[config.mk]
export PLATFORM = sky130hd
export DESIGN_NAME = cycle_counter_timekeeper_core
export DESIGN_NICKNAME = d
export VERILOG_FILES = /design/src/rtl/core/cctk_pkg.sv /design/src/rtl/core/cctk_regs.sv /design/src/rtl/core/cctk_ctrl.sv /design/src/rtl/core/cctk_dp.sv /design/src/rtl/core/cycle_counter_timekeeper_core.sv
export SDC_FILE = /design/constraint.sdc
export NUM_CORES = 2
export LEC_CHECK = 0
export BUFFER_PORTS_ARGS = -buffer_cell sky130_fd_sc_hd__buf_2
export CAP_MARGIN = 20
export CORE_MARGIN = 3
export CORE_UTILIZATION = 30
export DETAILED_ROUTE_END_ITERATION = 8
export GPL_ROUTABILITY_DRIVEN = 1
export PLACE_DENSITY = 0.5
export SLEW_MARGIN = 20
export SYNTH_ARGS = -nofsm -noshare
export SYNTH_HDL_FRONTEND = slang
export SYNTH_SLANG_ARGS = --single-unit
[constraint.sdc]
create_clock -name clock -period 21.2 [get_ports clock]
set_input_delay 3.18 -clock clock [delete_from_list [all_inputs] [get_ports clock]]
set_output_delay 3.18 -clock clock [all_outputs]
set_load 0.02 [all_outputs]
[src/rtl/core/cctk_pkg.sv]
// cctk_pkg: shared widths, constants, codes and control structs of the
// cycle counter timekeeper. No dependencies; used by every file of the core.
package cctk_pkg;

   localparam int COUNTER_WIDTH_DEF = 64;
   localparam int IN_W    = 64;
   localparam int CMD_W   = 2;
   localparam int FREQ_W  = 32;
   localparam int SEC_W   = 63;
   localparam int NS_W    = 30;
   localparam int TOTAL_W = 64;
   localparam int DIV_W   = 64;
   localparam int FRAC_W  = 62;
   localparam int CSR_ADDR_W = 3;
   localparam int CSR_DATA_W = 32;

   localparam logic [NS_W-1:0]   NS_PER_SECOND = 30'd1000000000;
   localparam logic [SEC_W-1:0]  SEC_MAX       = {SEC_W{1'b1}};
   localparam logic [FREQ_W-1:0] FREQ_RESET    = 32'd1000000;

   localparam logic [CMD_W-1:0] CMD_UPDATE = 2'd0;
   localparam logic [CMD_W-1:0] CMD_INIT   = 2'd1;
   localparam logic [CMD_W-1:0] CMD_SWITCH = 2'd2;

   localparam logic REG_FREQ    = 1'b0;
   localparam logic REG_PRESENT = 1'b1;

   typedef struct packed {
      logic clock_present;
      logic freq_zero;
   } cfg_status_type;

   typedef struct packed {
      logic set_last;
      logic clear_time;
      logic div_start;
      logic div_step;
      logic mul_frac;
      logic accum;
      logic mul_lo;
      logic mul_hi;
      logic total_add;
      logic out_load;
   } dp_cmd_type;

endpackage

[src/rtl/core/cctk_regs.sv]
// cctk_regs: configuration registers behind the csr_ port.
// Depends on cctk_pkg.
module cctk_regs (
   input  logic                              clock,
   input  logic                              reset,
   input  logic                              csr_psel,
   input  logic                              csr_penable,
   input  logic                              csr_pwrite,
   input  logic [cctk_pkg::CSR_ADDR_W-1:0]   csr_paddr,
   input  logic [cctk_pkg::CSR_DATA_W-1:0]   csr_pwdata,
   output logic [cctk_pkg::CSR_DATA_W-1:0]   csr_prdata,
   output logic                              csr_pready,
   output logic [cctk_pkg::FREQ_W-1:0]       frequency_hz,
   output cctk_pkg::cfg_status_type          cfg_status
);

   logic [cctk_pkg::FREQ_W-1:0] freq_ff, freq_in;
   logic                        present_ff, present_in;
   logic                        wr_en;
   logic                        reg_sel;

   assign csr_pready = 1'b1;
   assign wr_en      = csr_psel && csr_penable && csr_pwrite;
   // word index, byte offset bits ignored
   assign reg_sel    = csr_paddr[2];

   always_comb begin
      freq_in    = freq_ff;
      present_in = present_ff;
      if (wr_en) begin
         case (reg_sel)
            cctk_pkg::REG_FREQ:    freq_in    = csr_pwdata;
            cctk_pkg::REG_PRESENT: present_in = csr_pwdata[0];
            default: ;
         endcase
      end
   end

   always_ff @(posedge clock) begin
      if (reset) begin
         freq_ff    <= cctk_pkg::FREQ_RESET;
         present_ff <= 1'b0;
      end else begin
         freq_ff    <= freq_in;
         present_ff <= present_in;
      end
   end

   always_comb begin
      case (reg_sel)
         cctk_pkg::REG_FREQ:    csr_prdata = freq_ff;
         cctk_pkg::REG_PRESENT: csr_prdata = {{(cctk_pkg::CSR_DATA_W-1){1'b0}}, present_ff};
         default:               csr_prdata = '0;
      endcase
   end

   assign frequency_hz             = freq_ff;
   assign cfg_status.clock_present = present_ff;
   assign cfg_status.freq_zero     = (freq_ff == '0);

endmodule

[src/rtl/core/cctk_ctrl.sv]
// cctk_ctrl: sequencer for one item: command decode, divider step count,
// multiply steps and the result handshake. Depends on cctk_pkg.
module cctk_ctrl #(
   parameter int COUNTER_WIDTH = cctk_pkg::COUNTER_WIDTH_DEF
) (
   input  logic                          clock,
   input  logic                          reset,
   input  logic                          req_valid,
   output logic                          req_ready,
   input  logic [cctk_pkg::CMD_W-1:0]    req_cmd,
   output logic                          rsp_valid,
   input  logic                          rsp_ready,
   input  cctk_pkg::cfg_status_type      cfg_status,
   output cctk_pkg::dp_cmd_type          dp_cmd
);

   localparam int MAX_STEPS = (COUNTER_WIDTH > cctk_pkg::FRAC_W) ? COUNTER_WIDTH
                                                                  : cctk_pkg::FRAC_W;
   localparam int CNT_W = $clog2(MAX_STEPS);

   localparam logic [3:0] ST_IDLE   = 4'd0;
   localparam logic [3:0] ST_DIV_Q  = 4'd1;
   localparam logic [3:0] ST_MUL_R  = 4'd2;
   localparam logic [3:0] ST_DIV_F  = 4'd3;
   localparam logic [3:0] ST_ACCUM  = 4'd4;
   localparam logic [3:0] ST_MUL_LO = 4'd5;
   localparam logic [3:0] ST_MUL_HI = 4'd6;
   localparam logic [3:0] ST_TOTAL  = 4'd7;
   localparam logic [3:0] ST_DONE   = 4'd8;

   logic [3:0]       state_ff, state_in;
   logic [CNT_W-1:0] cnt_ff, cnt_in;
   logic             rsp_valid_ff, rsp_valid_in;

   always_comb begin
      state_in     = state_ff;
      cnt_in       = cnt_ff;
      dp_cmd       = '0;
      req_ready    = 1'b0;
      rsp_valid_in = rsp_valid_ff && !rsp_ready;
      case (state_ff)
         ST_IDLE: begin
            req_ready = 1'b1;
            if (req_valid) begin
               state_in = ST_MUL_LO;
               case (req_cmd)
                  cctk_pkg::CMD_UPDATE: begin
                     if (cfg_status.clock_present) begin
                        dp_cmd.set_last = 1'b1;
                        if (!cfg_status.freq_zero) begin
                           dp_cmd.div_start = 1'b1;
                           cnt_in   = CNT_W'(COUNTER_WIDTH - 1);
                           state_in = ST_DIV_Q;
                        end
                     end
                  end
                  cctk_pkg::CMD_INIT: begin
                     dp_cmd.set_last   = 1'b1;
                     dp_cmd.clear_time = 1'b1;
                  end
                  cctk_pkg::CMD_SWITCH: dp_cmd.set_last = 1'b1;
                  default: ;
               endcase
            end
         end
         ST_DIV_Q: begin
            dp_cmd.div_step = 1'b1;
            if (cnt_ff == '0) state_in = ST_MUL_R;
            else              cnt_in = cnt_ff - 1'b1;
         end
         ST_MUL_R: begin
            dp_cmd.mul_frac = 1'b1;
            cnt_in   = CNT_W'(cctk_pkg::FRAC_W - 1);
            state_in = ST_DIV_F;
         end
         ST_DIV_F: begin
            dp_cmd.div_step = 1'b1;
            if (cnt_ff == '0) state_in = ST_ACCUM;
            else              cnt_in = cnt_ff - 1'b1;
         end
         ST_ACCUM: begin
            dp_cmd.accum = 1'b1;
            state_in     = ST_MUL_LO;
         end
         ST_MUL_LO: begin
            dp_cmd.mul_lo = 1'b1;
            state_in      = ST_MUL_HI;
         end
         ST_MUL_HI: begin
            dp_cmd.mul_hi = 1'b1;
            state_in      = ST_TOTAL;
         end
         ST_TOTAL: begin
            dp_cmd.total_add = 1'b1;
            state_in         = ST_DONE;
         end
         ST_DONE: begin
            // wait for the output register to free up
            if (!rsp_valid_ff || rsp_ready) begin
               dp_cmd.out_load = 1'b1;
               rsp_valid_in    = 1'b1;
               state_in        = ST_IDLE;
            end
         end
         default: state_in = ST_IDLE;
      endcase
   end

   always_ff @(posedge clock) begin
      if (reset) begin
         state_ff     <= ST_IDLE;
         cnt_ff       <= '0;
         rsp_valid_ff <= 1'b0;
      end else begin
         state_ff     <= state_in;
         cnt_ff       <= cnt_in;
         rsp_valid_ff <= rsp_valid_in;
      end
   end

   assign rsp_valid = rsp_valid_ff;

endmodule

[src/rtl/core/cctk_dp.sv]
// cctk_dp: time state, bit-serial restoring divider, shared 32x30 multiplier
// by one billion and the result register. Depends on cctk_pkg.
module cctk_dp #(
   parameter int COUNTER_WIDTH = cctk_pkg::COUNTER_WIDTH_DEF
) (
   input  logic                            clock,
   input  logic                            reset,
   input  cctk_pkg::dp_cmd_type            dp_cmd,
   input  logic [cctk_pkg::IN_W-1:0]       req_counter_value,
   input  logic [cctk_pkg::FREQ_W-1:0]     frequency_hz,
   output logic [cctk_pkg::SEC_W-1:0]      rsp_seconds,
   output logic [cctk_pkg::NS_W-1:0]       rsp_nanoseconds,
   output logic [cctk_pkg::TOTAL_W-1:0]    rsp_total_ns
);

   localparam int DIV_W  = cctk_pkg::DIV_W;
   localparam int FRAC_W = cctk_pkg::FRAC_W;
   localparam int FREQ_W = cctk_pkg::FREQ_W;
   localparam int SEC_W  = cctk_pkg::SEC_W;
   localparam int NS_W   = cctk_pkg::NS_W;
   localparam int TOT_W  = cctk_pkg::TOTAL_W;
   localparam int HALF_W = 32;

   logic [COUNTER_WIDTH-1:0] last_ff, last_in;
   logic [SEC_W-1:0]         sec_ff, sec_in;
   logic [NS_W-1:0]          ns_ff, ns_in;
   logic [DIV_W-1:0]         div_ff, div_in;
   logic [FREQ_W-1:0]        rem_ff, rem_in;
   logic [DIV_W-1:0]         quo_ff, quo_in;
   logic [FRAC_W-1:0]        prod_ff, prod_in;
   logic [TOT_W-1:0]         total_ff, total_in;
   logic [SEC_W-1:0]         out_sec_ff, out_sec_in;
   logic [NS_W-1:0]          out_ns_ff, out_ns_in;
   logic [TOT_W-1:0]         out_total_ff, out_total_in;

   logic [COUNTER_WIDTH-1:0] now;
   logic [COUNTER_WIDTH-1:0] delta;
   logic [FREQ_W:0]          rem_sh;
   logic                     q_bit;
   logic [HALF_W-1:0]        mul_op;
   logic [FRAC_W-1:0]        mul_out;
   logic [NS_W:0]            ns_sum;
   logic                     ns_carry;
   logic [SEC_W+2:0]         sec_sum;

   assign now   = req_counter_value[COUNTER_WIDTH-1:0];
   assign delta = now - last_ff;

   // one restoring step: shift in the next dividend bit, subtract if it fits
   assign rem_sh = {rem_ff, div_ff[DIV_W-1]};
   assign q_bit  = (rem_sh >= {1'b0, frequency_hz});

   always_comb begin
      if (dp_cmd.mul_frac)    mul_op = rem_ff;
      else if (dp_cmd.mul_lo) mul_op = sec_ff[HALF_W-1:0];
      else                    mul_op = HALF_W'(sec_ff[SEC_W-1:HALF_W]);
   end
   assign mul_out = FRAC_W'(mul_op) * FRAC_W'(cctk_pkg::NS_PER_SECOND);

   assign ns_sum   = {1'b0, ns_ff} + {1'b0, div_ff[NS_W-1:0]};
   assign ns_carry = (ns_sum >= {1'b0, cctk_pkg::NS_PER_SECOND});
   assign sec_sum  = (SEC_W+3)'(sec_ff) + (SEC_W+3)'(quo_ff) + (SEC_W+3)'(ns_carry);

   always_comb begin
      last_in      = last_ff;
      sec_in       = sec_ff;
      ns_in        = ns_ff;
      div_in       = div_ff;
      rem_in       = rem_ff;
      quo_in       = quo_ff;
      prod_in      = prod_ff;
      total_in     = total_ff;
      out_sec_in   = out_sec_ff;
      out_ns_in    = out_ns_ff;
      out_total_in = out_total_ff;

      if (dp_cmd.set_last) last_in = now;
      if (dp_cmd.clear_time) begin
         sec_in = '0;
         ns_in  = '0;
      end
      if (dp_cmd.div_start) begin
         div_in = DIV_W'(delta) << (DIV_W - COUNTER_WIDTH);
         rem_in = '0;
      end
      if (dp_cmd.div_step) begin
         div_in = {div_ff[DIV_W-2:0], q_bit};
         rem_in = q_bit ? FREQ_W'(rem_sh - {1'b0, frequency_hz}) : rem_sh[FREQ_W-1:0];
      end
      if (dp_cmd.mul_frac) begin
         // whole seconds are parked, remainder times 1e9 becomes the dividend
         quo_in = div_ff;
         div_in = DIV_W'(mul_out) << (DIV_W - FRAC_W);
         rem_in = '0;
      end
      if (dp_cmd.accum) begin
         ns_in  = ns_carry ? NS_W'(ns_sum - {1'b0, cctk_pkg::NS_PER_SECOND})
                           : ns_sum[NS_W-1:0];
         sec_in = (sec_sum >= (SEC_W+3)'(cctk_pkg::SEC_MAX)) ? cctk_pkg::SEC_MAX
                                                              : sec_sum[SEC_W-1:0];
      end
      if (dp_cmd.mul_lo) prod_in = mul_out;
      if (dp_cmd.mul_hi) begin
         total_in = TOT_W'(prod_ff) + TOT_W'(ns_ff);
         prod_in  = mul_out;
      end
      if (dp_cmd.total_add) total_in = total_ff + {prod_ff[HALF_W-1:0], {HALF_W{1'b0}}};
      if (dp_cmd.out_load) begin
         out_sec_in   = sec_ff;
         out_ns_in    = ns_ff;
         out_total_in = total_ff;
      end
   end

   always_ff @(posedge clock) begin
      if (reset) begin
         last_ff <= '0;
         sec_ff  <= '0;
         ns_ff   <= '0;
      end else begin
         last_ff <= last_in;
         sec_ff  <= sec_in;
         ns_ff   <= ns_in;
      end
   end

   always_ff @(posedge clock) begin
      div_ff       <= div_in;
      rem_ff       <= rem_in;
      quo_ff       <= quo_in;
      prod_ff      <= prod_in;
      total_ff     <= total_in;
      out_sec_ff   <= out_sec_in;
      out_ns_ff    <= out_ns_in;
      out_total_ff <= out_total_in;
   end

   assign rsp_seconds     = out_sec_ff;
   assign rsp_nanoseconds = out_ns_ff;
   assign rsp_total_ns    = out_total_ff;

endmodule

[src/rtl/core/cycle_counter_timekeeper_core.sv]
// cycle_counter_timekeeper_core: top level of the cycle counter timekeeper.
// Depends on cctk_pkg, cctk_regs, cctk_ctrl and cctk_dp.
//
//  channel  | ports                                   | beat
//  ---------+-----------------------------------------+-----------------------------
//  request  | req_valid/ready, req_cmd, req_counter_*  | one command and reading
//  response | rsp_valid/ready, rsp_seconds/ns/total_ns | time after that command
//  csr      | csr_psel..csr_pready (APB-style)        | frequency_hz, clock_present
//
// an update with a clock source and nonzero frequency runs COUNTER_WIDTH divider
// steps for whole seconds, 62 for the fraction, then two multiply steps and an add
// for total_ns; every other item runs only those total_ns steps. one item is in
// work at a time; the next request is taken once the result sits in the output
// register, even if not yet taken.
// reset is synchronous and restores frequency 1 MHz, no clock source, zero time.
module cycle_counter_timekeeper_core #(
   parameter int COUNTER_WIDTH = cctk_pkg::COUNTER_WIDTH_DEF
) (
   input  logic                              clock,
   input  logic                              reset,
   input  logic                              req_valid,
   output logic                              req_ready,
   input  logic [cctk_pkg::CMD_W-1:0]        req_cmd,
   input  logic [cctk_pkg::IN_W-1:0]         req_counter_value,
   output logic                              rsp_valid,
   input  logic                              rsp_ready,
   output logic [cctk_pkg::SEC_W-1:0]        rsp_seconds,
   output logic [cctk_pkg::NS_W-1:0]         rsp_nanoseconds,
   output logic [cctk_pkg::TOTAL_W-1:0]      rsp_total_ns,
   input  logic                              csr_psel,
   input  logic                              csr_penable,
   input  logic                              csr_pwrite,
   input  logic [cctk_pkg::CSR_ADDR_W-1:0]   csr_paddr,
   input  logic [cctk_pkg::CSR_DATA_W-1:0]   csr_pwdata,
   output logic [cctk_pkg::CSR_DATA_W-1:0]   csr_prdata,
   output logic                              csr_pready
);

   logic [cctk_pkg::FREQ_W-1:0] frequency_hz;
   cctk_pkg::cfg_status_type    cfg_status;
   cctk_pkg::dp_cmd_type        dp_cmd;

   cctk_regs u_regs (
      .clock        (clock),
      .reset        (reset),
      .csr_psel     (csr_psel),
      .csr_penable  (csr_penable),
      .csr_pwrite   (csr_pwrite),
      .csr_paddr    (csr_paddr),
      .csr_pwdata   (csr_pwdata),
      .csr_prdata   (csr_prdata),
      .csr_pready   (csr_pready),
      .frequency_hz (frequency_hz),
      .cfg_status   (cfg_status)
   );

   cctk_ctrl #(
      .COUNTER_WIDTH (COUNTER_WIDTH)
   ) u_ctrl (
      .clock      (clock),
      .reset      (reset),
      .req_valid  (req_valid),
      .req_ready  (req_ready),
      .req_cmd    (req_cmd),
      .rsp_valid  (rsp_valid),
      .rsp_ready  (rsp_ready),
      .cfg_status (cfg_status),
      .dp_cmd     (dp_cmd)
   );

   cctk_dp #(
      .COUNTER_WIDTH (COUNTER_WIDTH)
   ) u_dp (
      .clock             (clock),
      .reset             (reset),
      .dp_cmd            (dp_cmd),
      .req_counter_value (req_counter_value),
      .frequency_hz      (frequency_hz),
      .rsp_seconds       (rsp_seconds),
      .rsp_nanoseconds   (rsp_nanoseconds),
      .rsp_total_ns      (rsp_total_ns)
   );

endmodule

After elaboration in Yosys (flattened, before gate mapping) --
Cells that the tools add are included. Widths: inputs -> output; s select.
Word-level totals: register bits 635, input port bits 108, output and inout port bits 192
Operators by class: magnitude comparators 3, add/sub/neg operators 9, bitwise operators 1, eq/ne operators 18, muxes and demuxes 52, reduce and logical (&&, ||, !) cells 22, $mul 1
Operators with widths (count):
- $mux 64 | 5
- $mux 63 | 3
- $mux 32 | 5
- $mux 62 | 2
- $mux 30 | 3
- $add 66x1->66 | 1
- $ge 66x63->1 const B | 1
- $add 63x64->65 | 1
- $add 64x64->64 | 1
- $pmux 32 s2 | 1
- $sub 64x64->64 | 1
- $add 62x30->63 | 1
- $mul 32x21->53 const B | 1
- $pmux 4 s9 | 1
- $ge 33x32->1 | 1
- $logic_not 32->1 | 1
- $sub 32x32->32 | 1
- $add 30x30->31 | 1
- $ge 31x30->1 const B | 1
- $mux 6 | 5
- $sub 30x30->30 const B | 1
- $mux 4 | 6
- $pmux 6 s3 | 1
- $eq 4x3->1 const B | 4
- 24 further kinds | 57

Depth between registers and ports, before layout --
depth after elaboration 9, mapped depth 38

Cells and area by module --
A second synthesis with hierarchy kept.
Unflattened totals: cell total of the unflattened synthesis 5119, area total of the unflattened synthesis 50179.4 µm²
Modules (own cells, without submodules):
- cctk_dp | seq. area each 15745.1 µm², times used 1, cells an instance 4829, area an instance 47865.9 µm²
- cctk_regs | seq. area each 660.6 µm², times used 1, cells an instance 194, area an instance 1520.2 µm²
- cctk_ctrl | seq. area each 220.2 µm², times used 1, cells an instance 96, area an instance 793.3 µm²

Least setup slack after synthesis --
OpenSTA, ideal clock, no wires.
path type in2reg, start point input port rsp_ready, end point register u_dp.out_ns_ff[0], in the netlist u_dp.rsp_nanoseconds[0] (enable), data required time 20.506 ns, buffers on the path 0, data arrival time 10.215 ns, path slack 10.291 ns, stages on the path 2, path through nand2b_1 > nor2b_1
RTL lines:
- start, declared | line cycle_counter_timekeeper_core.sv:26 | input logic rsp_ready,
- end signal, assigned | line cctk_dp.sv:134 | out_ns_ff <= out_ns_in;
- end, declared | line cctk_dp.sv:33 | logic [NS_W-1:0] out_ns_ff, out_ns_in;

Worst setup path after layout --
start point register u_ctrl.state_ff[3], end point register u_dp.div_ff[63], data pin
Between the ends: longest elaborated chain between the ends 6, elaborated cells between the ends (all ways) 13, classes of those cells mul (1); eq/ne (4); mux (7); reduce/logical (1)
Ends and longest elaborated chain:
- start, declared | line cctk_ctrl.sv:31 | logic [3:0] state_ff, state_in;
- start signal, assigned | line cctk_ctrl.sv:115 | state_ff <= state_in;
- $eq 4x3->1 | line cctk_ctrl.sv:41 | case (state_ff)
- $mux 1 | line cctk_ctrl.sv:41
- $mux 32 | line cctk_dp.sv:55 | else if (dp_cmd.mul_lo) mul_op = sec_ff[HALF_W-1:0];
- $mux 32 * | line cctk_dp.sv:54 | if (dp_cmd.mul_frac) mul_op = rem_ff;
- $mul 32x21->53 * | line cctk_dp.sv:58 | assign mul_out = FRAC_W'(mul_op) * FRAC_W'(cctk_pkg::NS_PER_SECOND);
- net u_dp.mul_out[61] | line cctk_dp.sv:41 | logic [FRAC_W-1:0] mul_out;
- $mux 64 * | line cctk_dp.sv:90 | if (dp_cmd.mul_frac) begin
- net u_dp.div_in[63] | line cctk_dp.sv:27 | logic [DIV_W-1:0] div_ff, div_in;
- end signal, assigned | line cctk_dp.sv:128 | div_ff <= div_in;
- end, declared | line cctk_dp.sv:27
Mark *: on every way through the listed nets, which the timed path passes. The rest lies on a longest branch. A chain may end at the register's enable or synchronous reset.

==> flow_metrics.py <==
metrics = {
    "outcome": {
        "status": "finished clean",
    },
    "critical_path": {
        "regToRegSetupSlack_ps": 9170,
        "rr_startpoint": "u_ctrl.state_ff[3]$_SDFFE_PP0P_",
        "crit_cells": 34,
        "path_common_cell": "inv_1",
        "path_class": "reg2reg",
        "cp.required_ps": 21770,
        "cp.arrival_ps": 12600,
        "start_kind": "register",
        "slowest_stage": "nand2_1",
        "reg2reg_depth": 34,
        "cp_max_fo": 81,
        "worstSetupEndpointType": "register",
        "critPathTopFamily": "adder cells",
        "slowest_delay_ps": 740,
        "cp_num_buf_inv": 7,
        "rr_endpoint": "u_dp.div_ff[63]$_DFFE_PP_",
    },
    "sta": {
        "relSlewSlack": 0.276,
        "setup_viol": 0,
        "whs_ps": 416,
        "rsz0062_at_grt": "false",
        "report.final.hold_viol_count": 0,
        "period_share": 0.567,
        "max_freq_mhz": 83.1,
        "finalCriticalPeriod_ps": 12030,
        "finalSetupTns_ps": 0,
        "worst_slew_pin_slew_ps": 1090,
        "skew_ps": 45.9,
        "slew_violations": 0,
    },
    "placement": {
        "place_hpwl_mm": 142,
        "io_buffers": 296,
        "dp_cells": 7830,
        "place.gp.congestion": 0.921,
    },
    "floorplan": {
        "die_h_um": 419,
        "die_w_um": 419,
        "die-area_um2": 176000,
        "initial_core_util": 0.302,
        "fp.coreArea_um2": 170000,
        "row_count": 151,
        "pin_count": 300,
    },
    "grt": {
        "grt_max_degree": 84,
        "first_global_vias": 40200,
        "track_usage": 0.196,
        "grt_pass1_wl_mm": 258,
        "gr-total-overflow": 0,
        "grt_antenna_before_repair": 24,
    },
    "detailed_routing": {
        "wl_per_cell_um": 21.9,
        "firstDrtPassIters": 6,
        "drtIter0Drc": 3243,
        "routed_wirelength_mm": 175,
        "drc": 0,
        "drt-vias-per-instance": 5.15,
        "vias": 41100,
        "ant_nets": 0,
    },
    "yosys": {
        "synth_edf_count": 391,
        "syn_avg_cell_area_um2": 9.42,
        "async_flop_share": 0,
        "synth_top_flop_cell": "edfxtp_1",
        "synth_cell_types": 98,
        "yosys_warnings": 0,
        "synth_area_um2": 51300,
        "synth_fp_nets": 6364,
        "synth_seq_cells": 635,
        "yosysSeqAreaShare": 0.324,
        "synth_cells": 5444,
    },
    "clock_network": {
        "cts_htree_levels": 3,
        "path_clk_slew_ps": 60,
        "cts_tree": "yes",
        "cts_buffers": 80,
        "cts_hold_buf": 0,
        "clkLatencyLatePin_ps": 720,
        "cts_buffer_depth": 3,
        "cts_resized": 0,
        "clock_sinks": 635,
        "post_cts_buffers": 0,
        "cts_root_buf": "clkbuf_16",
    },
    "finish": {
        "drive_gt1_frac": 0.103,
        "area_delta_synth_final_pct": 13.4,
        "layoutNonFillerInstCount": 7986,
        "nNetsFinal": 6614,
        "fin_util": 0.343,
    },
    "worst_hold_path": {
        "hold_path.class": "reg2reg",
        "hold_path_end": "u_dp.rsp_total_ns[19]$_DFFE_PP_",
        "min-delay-start": "u_dp.total_ff[19]$_DFFE_PP_",
        "hold_depth": 0,
    },
    "job": {
        "maxCapViolCount": 0,
    },
}
-- cells in the final DEF, fill, tap and decap left out, types with 21 or more instances in the layout --
cell / n
mux2i_1: 54
a22oi_1: 41
and2_1: 36
nand2_1: 486
o21a_1: 62
inv_1: 617
a21oi_1: 516
nand3_1: 91
nand2b_1: 44
a311oi_1: 21
a31oi_1: 33
buf_4: 61
o21ai_0: 255
o21bai_1: 38
xor2_1: 125
nor3_1: 83
and3_1: 48
nor2b_1: 47
o211ai_1: 30
edfxtp_1: 391
a21o_1: 106
a211oi_1: 73
nand4_1: 56
nor2_1: 331
dfxtp_1: 244
or2_2: 23
nor4_1: 28
xnor2_1: 201
buf_2: 295
or3_1: 36
ha_1: 500
fa_1: 312
o22ai_1: 37
clkbuf_16: 82
-- worst register-to-register path, delay by kind of cell, from the launching register on --
| kind | cells | cell delay, ps |
|---|---|---|
| AOI/OAI and AO/OA | 10 | 3300 |
| xor gates and xnor gates | 1 | 450 |
| adders and majority gates | 8 | 3350 |
| buffers and inverters | 7 | 1800 |
| DFF | 1 | 370 |
| and+or+nand+nor | 8 | 2650 |
-- logic make-up (layout without fill, tap and decap cells) --
group,count (synthesis),count (layout),synth area share
other,1,8,0.0000731
flip-flops,635,635,0.324
multiplexers,61,61,0.0121
AO/OA/AOI/OAI,1409,1409,0.175
XOR/XNOR,326,326,0.0557
buffers and inverters,808,1125,0.0608
AND/OR/NAND/NOR,1392,1392,0.129
adder cells (fa/ha/maj),812,812,0.244
-- cell type report --
| class | instances | area (µm²) |
|---|---|---|
| multi-input combinational | 4001 | 31600 |
| inverter | 619 | 2330 |
| timing repair buffer | 357 | 1950 |
| clock buffer | 91 | 2100 |
| clock inverter | 58 | 706 |
| sequential | 635 | 16600 |
| antenna | 7 | 17.5 |
| tap | 2218 | 2780 |
| fill | 17500 | 112000 |
-- sequential cells by signal, summed over array words and instances (netlist names), 30 cells and up --
name / cells
u_dp.div_ff: 64
u_dp.last_ff: 64
u_dp.quo_ff: 64
u_dp.rsp_total_ns: 64
u_dp.total_ff: 64
u_dp.rsp_seconds: 63
u_dp.sec_ff: 63
u_dp.prod_ff: 53
u_dp.rem_ff: 32
u_regs.frequency_hz: 32
u_dp.ns_ff: 30
u_dp.rsp_nanoseconds: 30
-- through the flow --
stage	setup slack (ps)	cell area, µm²
6_report	9170	58100
5_1_grt	8650	58100
4_1_cts	9310	58100
3_5_place_dp	9340	55300
3_3_place_gp	9360	55300
2_1_floorplan	10290	51300
-- cell usage after synthesis (all sizes together), types with 25 or more instances --
cell type	count	area (µm²)
nand2	488	1840
clkbuf	162	608
xnor2	201	1760
a21o	106	796
and2	36	225
nor4	30	209
or2	25	156
inv	618	2320
mux2i	54	541
nand4	57	363
nor2	339	1270
xor2	125	1090
o21ai	261	1320
a31oi	34	213
dfxtp	244	4880
ha	500	6260
or3	37	231
nor3	87	435
buf	27	185
o21bai	39	297
o21a	62	465
o22ai	37	231
nand3	92	465
o211ai	31	238
edfxtp	391	11700
a21oi	518	2600
nor2b	48	300
and3	49	312
a22oi	41	308
nand2b	44	275
a211oi	93	798
fa	312	6250
-- metal layers --
| layer | wire length, µm | track usage | up-vias |
|---|---|---|---|
| li1 | - | - | 19700 |
| met1 | 76100 | 0.254 | 20000 |
| met2 | 81400 | 0.321 | 1101 |
| met3 | 9340 | 0.0321 | 281 |
| met4 | 8260 | 0.0876 | 8 |
| met5 | 48 | 0 | - |
-- worst max-delay path by stage --
stage / startpoint / to / slack [ps]
global placement: u_ctrl.state_ff[2]$_SDFFE_PP0P_ / u_dp.div_ff[63]$_DFFE_PP_ / 9360
global route: u_ctrl.state_ff[2]$_SDFFE_PP0P_ / u_dp.div_ff[63]$_DFFE_PP_ / 8650
detailed placement: u_ctrl.state_ff[2]$_SDFFE_PP0P_ / u_dp.div_ff[63]$_DFFE_PP_ / 9340
floorplan: rsp_ready / u_dp.rsp_nanoseconds[0]$_DFFE_PP_ / 10290
CTS: u_ctrl.state_ff[2]$_SDFFE_PP0P_ / u_dp.div_ff[63]$_DFFE_PP_ / 9310
finish: u_ctrl.state_ff[3]$_SDFFE_PP0P_ / u_dp.div_ff[63]$_DFFE_PP_ / 9170
Power is left out: the tool's default activity adds up to more than one toggle a clock period on the data nets, which glitch-free logic cannot reach.
